===== config.mk =====
export PLATFORM = sky130hd
export DESIGN_NAME = nbd_request_validator
export DESIGN_NICKNAME = d
export VERILOG_FILES = /design/src/sv/nbdrv_pkg.sv /design/src/sv/nbdrv_cfg.sv /design/src/sv/nbdrv_check.sv /design/src/sv/nbd_request_validator.sv
export SDC_FILE = /design/constraint.sdc
export NUM_CORES = 1
export LEC_CHECK = 0
export ABC_CLOCK_PERIOD_IN_PS = 8800
export BUFFER_PORTS_ARGS = -buffer_cell sky130_fd_sc_hd__buf_2
export CAP_MARGIN = 20
export CORE_MARGIN = 10
export CORE_UTILIZATION = 27
export CTS_CLUSTER_DIAMETER = 100
export DETAILED_ROUTE_END_ITERATION = 12
export GPL_TIMING_DRIVEN = 1
export PLACE_DENSITY = 0.44
export SYNTH_ARGS = -nofsm -noshare
export SYNTH_HDL_FRONTEND = slang
export SYNTH_SLANG_ARGS = --single-unit

===== constraint.sdc =====
create_clock -name clk_i -period 8.8 [get_ports clk_i]
set_input_delay 0 -clock clk_i [delete_from_list [all_inputs] [get_ports clk_i]]
set_output_delay 0 -clock clk_i [all_outputs]
set_load 0.05 [all_outputs]

===== src/sv/nbdrv_pkg.sv =====
// ----------------------------------------------------------------------------
// nbdrv_pkg
// Shared types and constants for the block-device request header validator.
// ----------------------------------------------------------------------------
package nbdrv_pkg;

  localparam int unsigned ExportW   = 63;
  localparam int unsigned MaxLenW   = 32;
  localparam int unsigned CfgDataW  = 63;
  localparam int unsigned CfgIdxW   = 3;
  localparam int unsigned MagicW    = 32;
  localparam int unsigned CmdW      = 16;
  localparam int unsigned FlagsW    = 16;
  localparam int unsigned OffsetW   = 64;
  localparam int unsigned LengthW   = 32;
  localparam int unsigned SumW      = OffsetW + 1;

  localparam logic [MagicW-1:0]  ReqMagic       = 32'h2560_9513;
  localparam logic [MaxLenW-1:0] DefaultMaxData = MaxLenW'(64 * 1024 * 1024);

  localparam logic [CmdW-1:0] CmdRead  = 16'd0;
  localparam logic [CmdW-1:0] CmdWrite = 16'd1;
  localparam logic [CmdW-1:0] CmdDisc  = 16'd2;
  localparam logic [CmdW-1:0] CmdFlush = 16'd3;
  localparam logic [CmdW-1:0] CmdTrim  = 16'd4;
  localparam logic [CmdW-1:0] CmdWzero = 16'd6;

  localparam int unsigned FlagFuaBit    = 0;
  localparam int unsigned FlagNoHoleBit = 1;

  typedef enum logic [CfgIdxW-1:0] {
    CFG_EXPORT_SIZE   = 3'd0,
    CFG_READ_ONLY     = 3'd1,
    CFG_FLUSH_ALLOWED = 3'd2,
    CFG_TRIM_ALLOWED  = 3'd3,
    CFG_MAX_DATA_LEN  = 3'd4
  } cfg_idx_e;

  typedef enum logic [1:0] {
    VERDICT_EXEC  = 2'd0,
    VERDICT_ERROR = 2'd1,
    VERDICT_DISC  = 2'd2,
    VERDICT_MAGIC = 2'd3
  } verdict_e;

  typedef enum logic [2:0] {
    ERR_OK    = 3'd0,
    ERR_PERM  = 3'd1,
    ERR_IO    = 3'd2,
    ERR_NOMEM = 3'd3,
    ERR_INVAL = 3'd4
  } err_e;

  typedef struct packed {
    logic [ExportW-1:0] export_size;
    logic               read_only;
    logic               flush_allowed;
    logic               trim_allowed;
    logic [MaxLenW-1:0] max_data_len;
  } cfg_t;

  typedef struct packed {
    logic [MagicW-1:0]  request_magic;
    logic [CmdW-1:0]    command;
    logic [FlagsW-1:0]  cmd_flags;
    logic [OffsetW-1:0] offset;
    logic [LengthW-1:0] length;
  } req_t;

  typedef struct packed {
    verdict_e verdict;
    err_e     reply_error;
    logic     flush_after;
    logic     drain_payload;
  } rsp_t;

endpackage


===== src/sv/nbdrv_cfg.sv =====
// ----------------------------------------------------------------------------
// nbdrv_cfg
// Configuration register file, written by index.
// ----------------------------------------------------------------------------
module nbdrv_cfg (
  input  logic                           clk_i,
  input  logic                           rst_ni,
  input  logic                           cfg_we_i,
  input  logic [nbdrv_pkg::CfgIdxW-1:0]  cfg_index_i,
  input  logic [nbdrv_pkg::CfgDataW-1:0] cfg_wdata_i,
  output nbdrv_pkg::cfg_t                cfg_o
);
  import nbdrv_pkg::*;

  cfg_t cfg_d, cfg_q;

  always_comb begin
    cfg_d = cfg_q;
    if (cfg_we_i) begin
      unique case (cfg_idx_e'(cfg_index_i))
        CFG_EXPORT_SIZE:   cfg_d.export_size   = cfg_wdata_i[ExportW-1:0];
        CFG_READ_ONLY:     cfg_d.read_only     = cfg_wdata_i[0];
        CFG_FLUSH_ALLOWED: cfg_d.flush_allowed = cfg_wdata_i[0];
        CFG_TRIM_ALLOWED:  cfg_d.trim_allowed  = cfg_wdata_i[0];
        CFG_MAX_DATA_LEN:  cfg_d.max_data_len  = cfg_wdata_i[MaxLenW-1:0];
        default: ;
      endcase
    end
  end

  always_ff @(posedge clk_i or negedge rst_ni) begin
    if (!rst_ni) begin
      cfg_q.export_size   <= '0;
      cfg_q.read_only     <= 1'b1;
      cfg_q.flush_allowed <= 1'b0;
      cfg_q.trim_allowed  <= 1'b0;
      cfg_q.max_data_len  <= DefaultMaxData;
    end else begin
      cfg_q <= cfg_d;
    end
  end

  assign cfg_o = cfg_q;

endmodule


===== src/sv/nbdrv_check.sv =====
// ----------------------------------------------------------------------------
// nbdrv_check
// Request header checks: magic, disconnect, range, flags, size, permissions.
// ----------------------------------------------------------------------------
module nbdrv_check (
  input  nbdrv_pkg::req_t req_i,
  input  nbdrv_pkg::cfg_t cfg_i,
  output nbdrv_pkg::rsp_t rsp_o
);
  import nbdrv_pkg::*;

  logic            is_rw, is_mod, is_ranged, is_flush, is_trim, is_wzero;
  logic [SumW-1:0] range_end;
  logic            range_ok, len_zero, bad_flags, bad_nohole, oversize;
  err_e            err;

  always_comb begin
    is_flush   = (req_i.command == CmdFlush);
    is_trim    = (req_i.command == CmdTrim);
    is_wzero   = (req_i.command == CmdWzero);
    is_rw      = (req_i.command == CmdRead) || (req_i.command == CmdWrite);
    is_mod     = (req_i.command == CmdWrite) || is_flush || is_trim || is_wzero;
    is_ranged  = is_rw || is_trim || is_wzero;
    len_zero   = (req_i.length == '0);
    range_end  = {1'b0, req_i.offset} + SumW'(req_i.length);
    range_ok   = !len_zero && (range_end <= SumW'(cfg_i.export_size));
    bad_flags  = (req_i.cmd_flags[FlagsW-1:FlagNoHoleBit+1] != '0);
    bad_nohole = req_i.cmd_flags[FlagNoHoleBit] && !is_wzero;
    oversize   = is_rw && (req_i.length > cfg_i.max_data_len);
  end

  always_comb begin
    if (is_ranged && !range_ok) begin
      err = ERR_IO;
    end else if (!is_ranged && !is_flush) begin
      err = ERR_INVAL;
    end else if (is_flush && ((req_i.offset != '0) || !len_zero)) begin
      err = ERR_INVAL;
    end else if (bad_flags || bad_nohole) begin
      err = ERR_INVAL;
    end else if (oversize) begin
      err = ERR_NOMEM;
    end else if (cfg_i.read_only && is_mod) begin
      err = ERR_PERM;
    end else if ((!cfg_i.flush_allowed && is_flush) ||
                 (!cfg_i.trim_allowed && is_trim)) begin
      err = ERR_INVAL;
    end else begin
      err = ERR_OK;
    end
  end

  always_comb begin
    rsp_o = '{verdict: VERDICT_EXEC, reply_error: ERR_OK,
              flush_after: 1'b0, drain_payload: 1'b0};
    if (req_i.request_magic != ReqMagic) begin
      rsp_o.verdict = VERDICT_MAGIC;
    end else if (req_i.command == CmdDisc) begin
      rsp_o.verdict = VERDICT_DISC;
    end else if (err != ERR_OK) begin
      rsp_o.verdict       = VERDICT_ERROR;
      rsp_o.reply_error   = err;
      rsp_o.drain_payload = (req_i.command == CmdWrite);
    end else begin
      rsp_o.flush_after = req_i.cmd_flags[FlagFuaBit] && cfg_i.flush_allowed &&
                          !cfg_i.read_only;
    end
  end

endmodule


===== src/sv/nbd_request_validator.sv =====
// ----------------------------------------------------------------------------
// nbd_request_validator
// Validates one decoded block-device request header per cycle unless stalled.
// ----------------------------------------------------------------------------
// Input channel: in_valid_i / in_stall_o with the header fields. A header is
// taken at a rising edge with in_valid_i high and in_stall_o low.
// Output channel: out_valid_o / out_stall_i with verdict, reply error, flush
// and drain flags; exactly one result word per header, in order.
// Configuration: cfg_we_i writes cfg_wdata_i to register cfg_index_i
// (0 export size, 1 read only, 2 flush allowed, 3 trim allowed, 4 max data
// length); other indexes are ignored. Write only while the block is idle.
// Path: from the input register through the checks into the result register.
// Throughput: one header per cycle while the output is not stalled; the
// 65-bit range add and compare between the two registers sets the cycle.
// Reset: both pipeline stages empty, registers at their defaults (read only,
// export size 0, no flush or trim, 64 MiB max length).
// Stall: a stalled result holds; the input register still fills behind it,
// and in_stall_o rises only when both stages are full.
// ----------------------------------------------------------------------------
module nbd_request_validator (
  input  logic                            clk_i,
  input  logic                            rst_ni,
  input  logic                            cfg_we_i,
  input  logic [nbdrv_pkg::CfgIdxW-1:0]   cfg_index_i,
  input  logic [nbdrv_pkg::CfgDataW-1:0]  cfg_wdata_i,
  input  logic                            in_valid_i,
  output logic                            in_stall_o,
  input  logic [nbdrv_pkg::MagicW-1:0]    request_magic_i,
  input  logic [nbdrv_pkg::CmdW-1:0]      command_i,
  input  logic [nbdrv_pkg::FlagsW-1:0]    cmd_flags_i,
  input  logic [nbdrv_pkg::OffsetW-1:0]   offset_i,
  input  logic [nbdrv_pkg::LengthW-1:0]   length_i,
  output logic                            out_valid_o,
  input  logic                            out_stall_i,
  output logic [1:0]                      verdict_o,
  output logic [2:0]                      reply_error_o,
  output logic                            flush_after_o,
  output logic                            drain_payload_o
);
  import nbdrv_pkg::*;

  cfg_t cfg;
  req_t req_q;
  rsp_t rsp, rsp_q;
  logic req_vld_q, rsp_vld_q;
  logic rsp_ready, req_ready;

  nbdrv_cfg u_cfg (
    .clk_i       (clk_i),
    .rst_ni      (rst_ni),
    .cfg_we_i    (cfg_we_i),
    .cfg_index_i (cfg_index_i),
    .cfg_wdata_i (cfg_wdata_i),
    .cfg_o       (cfg)
  );

  nbdrv_check u_check (
    .req_i (req_q),
    .cfg_i (cfg),
    .rsp_o (rsp)
  );

  assign rsp_ready  = !rsp_vld_q || !out_stall_i;
  assign req_ready  = !req_vld_q || rsp_ready;
  assign in_stall_o = !req_ready;

  always_ff @(posedge clk_i or negedge rst_ni) begin
    if (!rst_ni) begin
      req_vld_q <= 1'b0;
      rsp_vld_q <= 1'b0;
    end else begin
      if (req_ready) req_vld_q <= in_valid_i;
      if (rsp_ready) rsp_vld_q <= req_vld_q;
    end
  end

  always_ff @(posedge clk_i) begin
    if (req_ready && in_valid_i) begin
      req_q <= '{request_magic: request_magic_i, command: command_i,
                 cmd_flags: cmd_flags_i, offset: offset_i, length: length_i};
    end
    if (rsp_ready && req_vld_q) rsp_q <= rsp;
  end

  assign out_valid_o     = rsp_vld_q;
  assign verdict_o       = rsp_q.verdict;
  assign reply_error_o   = rsp_q.reply_error;
  assign flush_after_o   = rsp_q.flush_after;
  assign drain_payload_o = rsp_q.drain_payload;

endmodule


-- Word level (Yosys, flattened, before mapping)
Cells that the tools add are included.
- bits in registers: 267
- bits of input ports: 231
- output and inout bits: 9
- word-level logic and storage cells: 90
- add/subtract/negate cells: 1
- magnitude comparators: 2
- equality and inequality tests: 10
- muxes and demuxes: 9
- bitwise gates (word level): 1
- reductions and logical operators: 50
- operators by type and width (operator ; number):
    adder 64 x 32 -> 65 bit ; 1
    <= comparator 65 x 63 -> 1 bit ; 1
    nonzero test 64 bit ; 1
    == test 16 x 2 -> 1 bit, second input constant ; 2
    == test 16 x 3 -> 1 bit, second input constant ; 2
    greater-than comparator 32 bit ; 1
    logical NOT 32 bit ; 1
    != test 32 x 30 -> 1 bit, second input constant ; 1
    two-way mux 3 bit ; 7
    == test 16 x 1 -> 1 bit, second input constant ; 1
    logical NOT 16 bit ; 1
    nonzero test 14 bit ; 1
    logical AND 1 bit ; 13
    logical NOT 1 bit ; 12
    logical OR 1 bit ; 11
    AND reduction 2 bit ; 5
    == test 3 x 2 -> 1 bit, second input constant ; 2
    OR reduction 3 bit ; 2
    two-way mux 4 bit ; 1
    == test 3 x 1 -> 1 bit, second input constant ; 1
    == test 3 bit, second input constant ; 1
    logical NOT 3 bit ; 1
    nonzero test 3 bit ; 1
    OR reduction 2 bit ; 1
    other kinds (2) ; 2

-- Longest topological paths before layout
- word-level depth: 14
- mapped depth: 22
- mapped depth without buffers: 21

-- Hierarchy
From an unflattened synthesis, not the netlist that was laid out.
- cells, all modules: 1172
- area total of the unflattened synthesis: 14546.5 µm²
- modules (own cells, without submodules) (module ; times used ; cells each ; area an instance (µm²) ; sequential area each (µm²)):
    nbdrv_check ; 1 ; 785 ; 5429.0 ; 0.0
    nbd_request_validator ; 1 ; 175 ; 5107.4 ; 5064.9
    nbdrv_cfg ; 1 ; 212 ; 4010.1 ; 2454.9

-- Least setup slack after synthesis
Ideal clock, no wire load.
- kind: register -> register
- from: register req_q[18] (netlist bit)
- to: register rsp_q (netlist bit drain_payload_o) (data pin)
- library setup time: 257 ps
- data arrival time: 4897 ps
- required time: 8543 ps
- setup slack: 3646 ps
- stages on the path, launching flop included: 23
- path buffers: 2
- period minus slack after synthesis: 5154 ps
- cells stage by stage: edfxtp_1 > ha_1 > buf_2 > nand2_1 > o21ai_1 > nor2_1 > a311oi_4 > o21ai_2 > or2_1 > or3_1 > buf_6 > nor2b_1 > xor2_1 > ha_1 > a21oi_1 > o21ai_1 > or4_1 > a311o_1 > nor4_1 > o211ai_1 > a311oi_2 > nor2_1 > o2111a_1
- longest elaborated chain between the ends: 10
- elaborated cells between the ends (all ways): 19
- classes of those cells: add/sub (1); order compare (2); mux (5); bitwise (1); reduce/logical (10)
- ends and longest elaborated chain (item ; line ; RTL):
    start: declaration ; nbd_request_validator.sv:43 ; req_t req_q;
    start signal: assignment ; nbd_request_validator.sv:79 ; req_q <= '{request_magic: request_magic_i, command: command_i,
    branches (longest 6 deep; another with adder 64 x 32 -> 65 bit) ; n/a ;
    two-way mux 3 bit * ; nbdrv_check.sv:33 ; if (is_ranged && !range_ok) begin
    nonzero test 3 bit * ; nbdrv_check.sv:60 ; end else if (err != ERR_OK) begin
    inverter 1 bit (no line) * ; n/a ;
    OR reduction 3 bit (no line) * ; n/a ;
    end signal: assignment ; nbd_request_validator.sv:82 ; if (rsp_ready && req_vld_q) rsp_q <= rsp;
    end: declaration ; nbd_request_validator.sv:44 ; rsp_t rsp, rsp_q;
Mark *: on every way between the ends.
A chain may end at the register's enable or synchronous reset.

-- Worst setup path after layout
- from: register req_q[1] (netlist bit)
- to: register rsp_q (netlist bit drain_payload_o) (data pin)
Same word-level chain as after synthesis.

==> out/qor.yml <==
antenna_found_initial: 9
synth_edf_count: 167
fin_nets: 2097
max-vdd-ir-drop_v: 0.000164
slowest_delay_ns: 0.74
layout-drive-gt1-share_pct: 18.5
postCtsResizedCells: 0
clk_latency_ns: 0.56
slew_violations: 0
synthTopCellsByArea: "edfxtp_1 (36%), dfrtp_1 (18%), ha_1 (11%), o21ai_0 (4.5%), nand2_1 (3.9%)"
yosysWarnings: 0
place.detailed.hpwl_um: 34500
critPathLaunchType: "flop"
ys_types: 67
seq_area_frac_synth_pct: 54.3
ys_seq_elements: 267
port_buffers: 239
cts-root-buf: "clkbuf_16"
fmax_mhz: 156
numCtsBuffers: 34
power_frac_clock_pct: 38.3
worst_pin_slew_ns: 1.07
synthFlopType: "edfxtp_1"
crit_chain: "ha_1, a211oi_1, o211ai_1, a221oi_2, o21ai_1, a21o_1, and2_1, a21oi_2, nor3_1, xor2_1, ha_1, nand4_1, nor4_1, nand4_1, o21ba_2, o22ai_1, o211ai_1, a311oi_2, nor2_1, o2111a_1"
synth_top_area_cell: "edfxtp_1"
post-route-util_pct: 38.4
start_util_pct: 27.5
detail-route-antenna-nets: 0
nFillCells: 4934
synth_nets: 1605
grt_pass1_wl_um: 71400
drc: 0
leakagePower_nw: 8.08
hp-class: "input pin to asynchronous set/reset pin"
max-cap-violations: 0
synth_top_area_share_pct: 36.2
cts_hold_buf: 232
criticalPathCategory: "flop to flop"
die_h_um: 246
wl_met3_um: 2830
reg2reg_slack_ns: 2.39
timing.final.crit_share_pct: 72.8
vias: 11182
worst_path_max_delay_cell: "nor4_1"
avgSynthCellArea_um2: 11.1
setup_viol: 0
grt-ovfl-total: 0
worstPathMaxFanout: 15
rsz0062_at_grt: "false"
power.density_nw_per_um2: 198
final_hold_viol_count: 0
grt_pass1_vias: 12188
htree_levels: 2
worst_r2r_startpoint: "req_q[1]"
fin_area_um2: 19400
grtUsageTotal_pct: 15.1
swShare_pct: 28.3
grt_max_degree: 82
pin_count: 240
place_area_um2: 15900
drt_iter0_markers: 572
rr_worst_depth: 20
die_area_um2: 60700
die_w_um: 246
setup_tns_ns: 0
clock-sinks: 267
clk_pin_slew_ns: 0.06
routabilityCongestion: 0.844
topRoutingLayerUsed: "met5"
syn2layout_area_growth_pct: 40.0
design.core.area_um2: 50400
std_cell_rows: 82
p_switching_mw: 1.09
arrival_ns: 6.72
slew_headroom_pct: 28.3
endpoint_kind: "flop"
seqPwrFrac_pct: 40.6
outcome: "complete, no violations"
required_ns: 9.11
vias_per_cell: 4.58
async_reset_ff_share_pct: 37.5
netlist_area_um2: 13800
p_int_mw: 2.75
wl_per_cell_um: 18.8
cts_tree: "yes"
clock-skew-final_ns: 0.0288
dr.pass1.iters: 5
syn-instance-count: 1246
synth_commonest_cells: "edfxtp_1 (167), nand2_1 (143), ha_1 (127), o21ai_0 (125), inv_1 (106)"
yosysMostFrequentCell: "edfxtp_1"
wl_met1_um: 20700
fin_total_pwr_mw: 3.84
fin_crit_ns: 6.41
wl_met2_um: 21300
r2r_end: "drain_payload_o"
wl_um: 45800
postCtsSetupBuffers: 0
clockBufferDepth: 3
p_comb_share_pct: 21.1
final cells by class:
| class | instances | area (um2) | area share, % |
|---|---|---|---|
| Tap cell | 672 | 841 | 4.34 |
| Clock buffer | 41 | 918 | 4.74 |
| Sequential cell | 267 | 7520 | 38.8 |
| Timing Repair Buffer | 480 | 3590 | 18.5 |
| Antenna cell | 6 | 15.0 | 0.0775 |
| Inverter | 106 | 398 | 2.05 |
| Clock inverter | 21 | 258 | 1.33 |
| Multi-Input combinational cell | 849 | 5830 | 30.1 |
routing by layer:
metal | track usage (%) | vias up
met5 | 0 | -
met4 | 4.42 | 8
met3 | 4.33 | 58
met2 | 24.4 | 281
met1 | 19.3 | 5258
li1 | - | 5577
how the worst max path moves through the flow:
stage | start | to | cells after the start
floorplan | req_q[18] | drain_payload_o | 22
CTS | req_q[1] | drain_payload_o | 20
global route | req_q[1] | flush_after_o | 20
global placement | req_q[1] | drain_payload_o | 20
finish | req_q[1] | drain_payload_o | 20
detailed placement | req_q[1] | flush_after_o | 20
worst max-delay path: cells and delay by family, from the launching register on:
family          cells  cell delay (ns)
compound gates     11             3.12
simple gates        6             1.75
fa+ha+maj           2             0.67
flops               1             0.46
xor+xnor            1             0.18
power by group through the flow:
stage               combinational [mW]  clock [mW]  sequential (mW)
floorplan                        0.476           0             1.57
global placement                 0.719           0             1.58
detailed placement               0.730           0             1.58
CTS                              0.820        1.52             1.56
global route                     0.932        1.57             1.58
finish                           0.809        1.47             1.56
cell families after synthesis:
group | Yosys count | synth area share, %
multiplexers | 5 | 0.407
XOR/XNOR | 60 | 3.80
AO/OA/AOI/OAI | 291 | 12.7
adder cells (fa/ha/maj) | 128 | 11.6
buffers and inverters | 130 | 3.62
flip-flops | 267 | 54.3
AND/OR/NAND/NOR | 365 | 13.5
state kept, by name, indices dropped and copies added, names as in the netlist:
signal and count:
req_q 160, u_cfg.cfg_o 98, reply_error_o 3, verdict_o 2
drain_payload_o 1, flush_after_o 1, out_valid_o 1, req_vld_q 1
placed cells by master, fill, tap and decap left out, drive strengths merged, types with 39 or more instances in the layout:
cell / instances
nor4: 42
dlygate4sd3: 232
dfrtp: 98
nand2: 143
inv: 107
a21oi: 66
o21ai: 134
clkbuf: 41
nor2: 39
ha: 127
buf: 248
edfxtp: 167
stage by stage:
| step | cells | hold slack (ns) | setup WS [ns] |
|---|---|---|---|
| after detailed placement | 2142 | 0.0800 | 2.27 |
| final | 2442 | 0.0270 | 2.39 |
| after floorplan | 1246 | -0.296 | 3.65 |
| after global routing | 2439 | 0.0961 | 1.87 |
| after global placement | 2142 | 0.0842 | 2.52 |
| after CTS | 2436 | 0.0394 | 2.30 |
No activity file was read; power rests on OpenSTA's default activity.
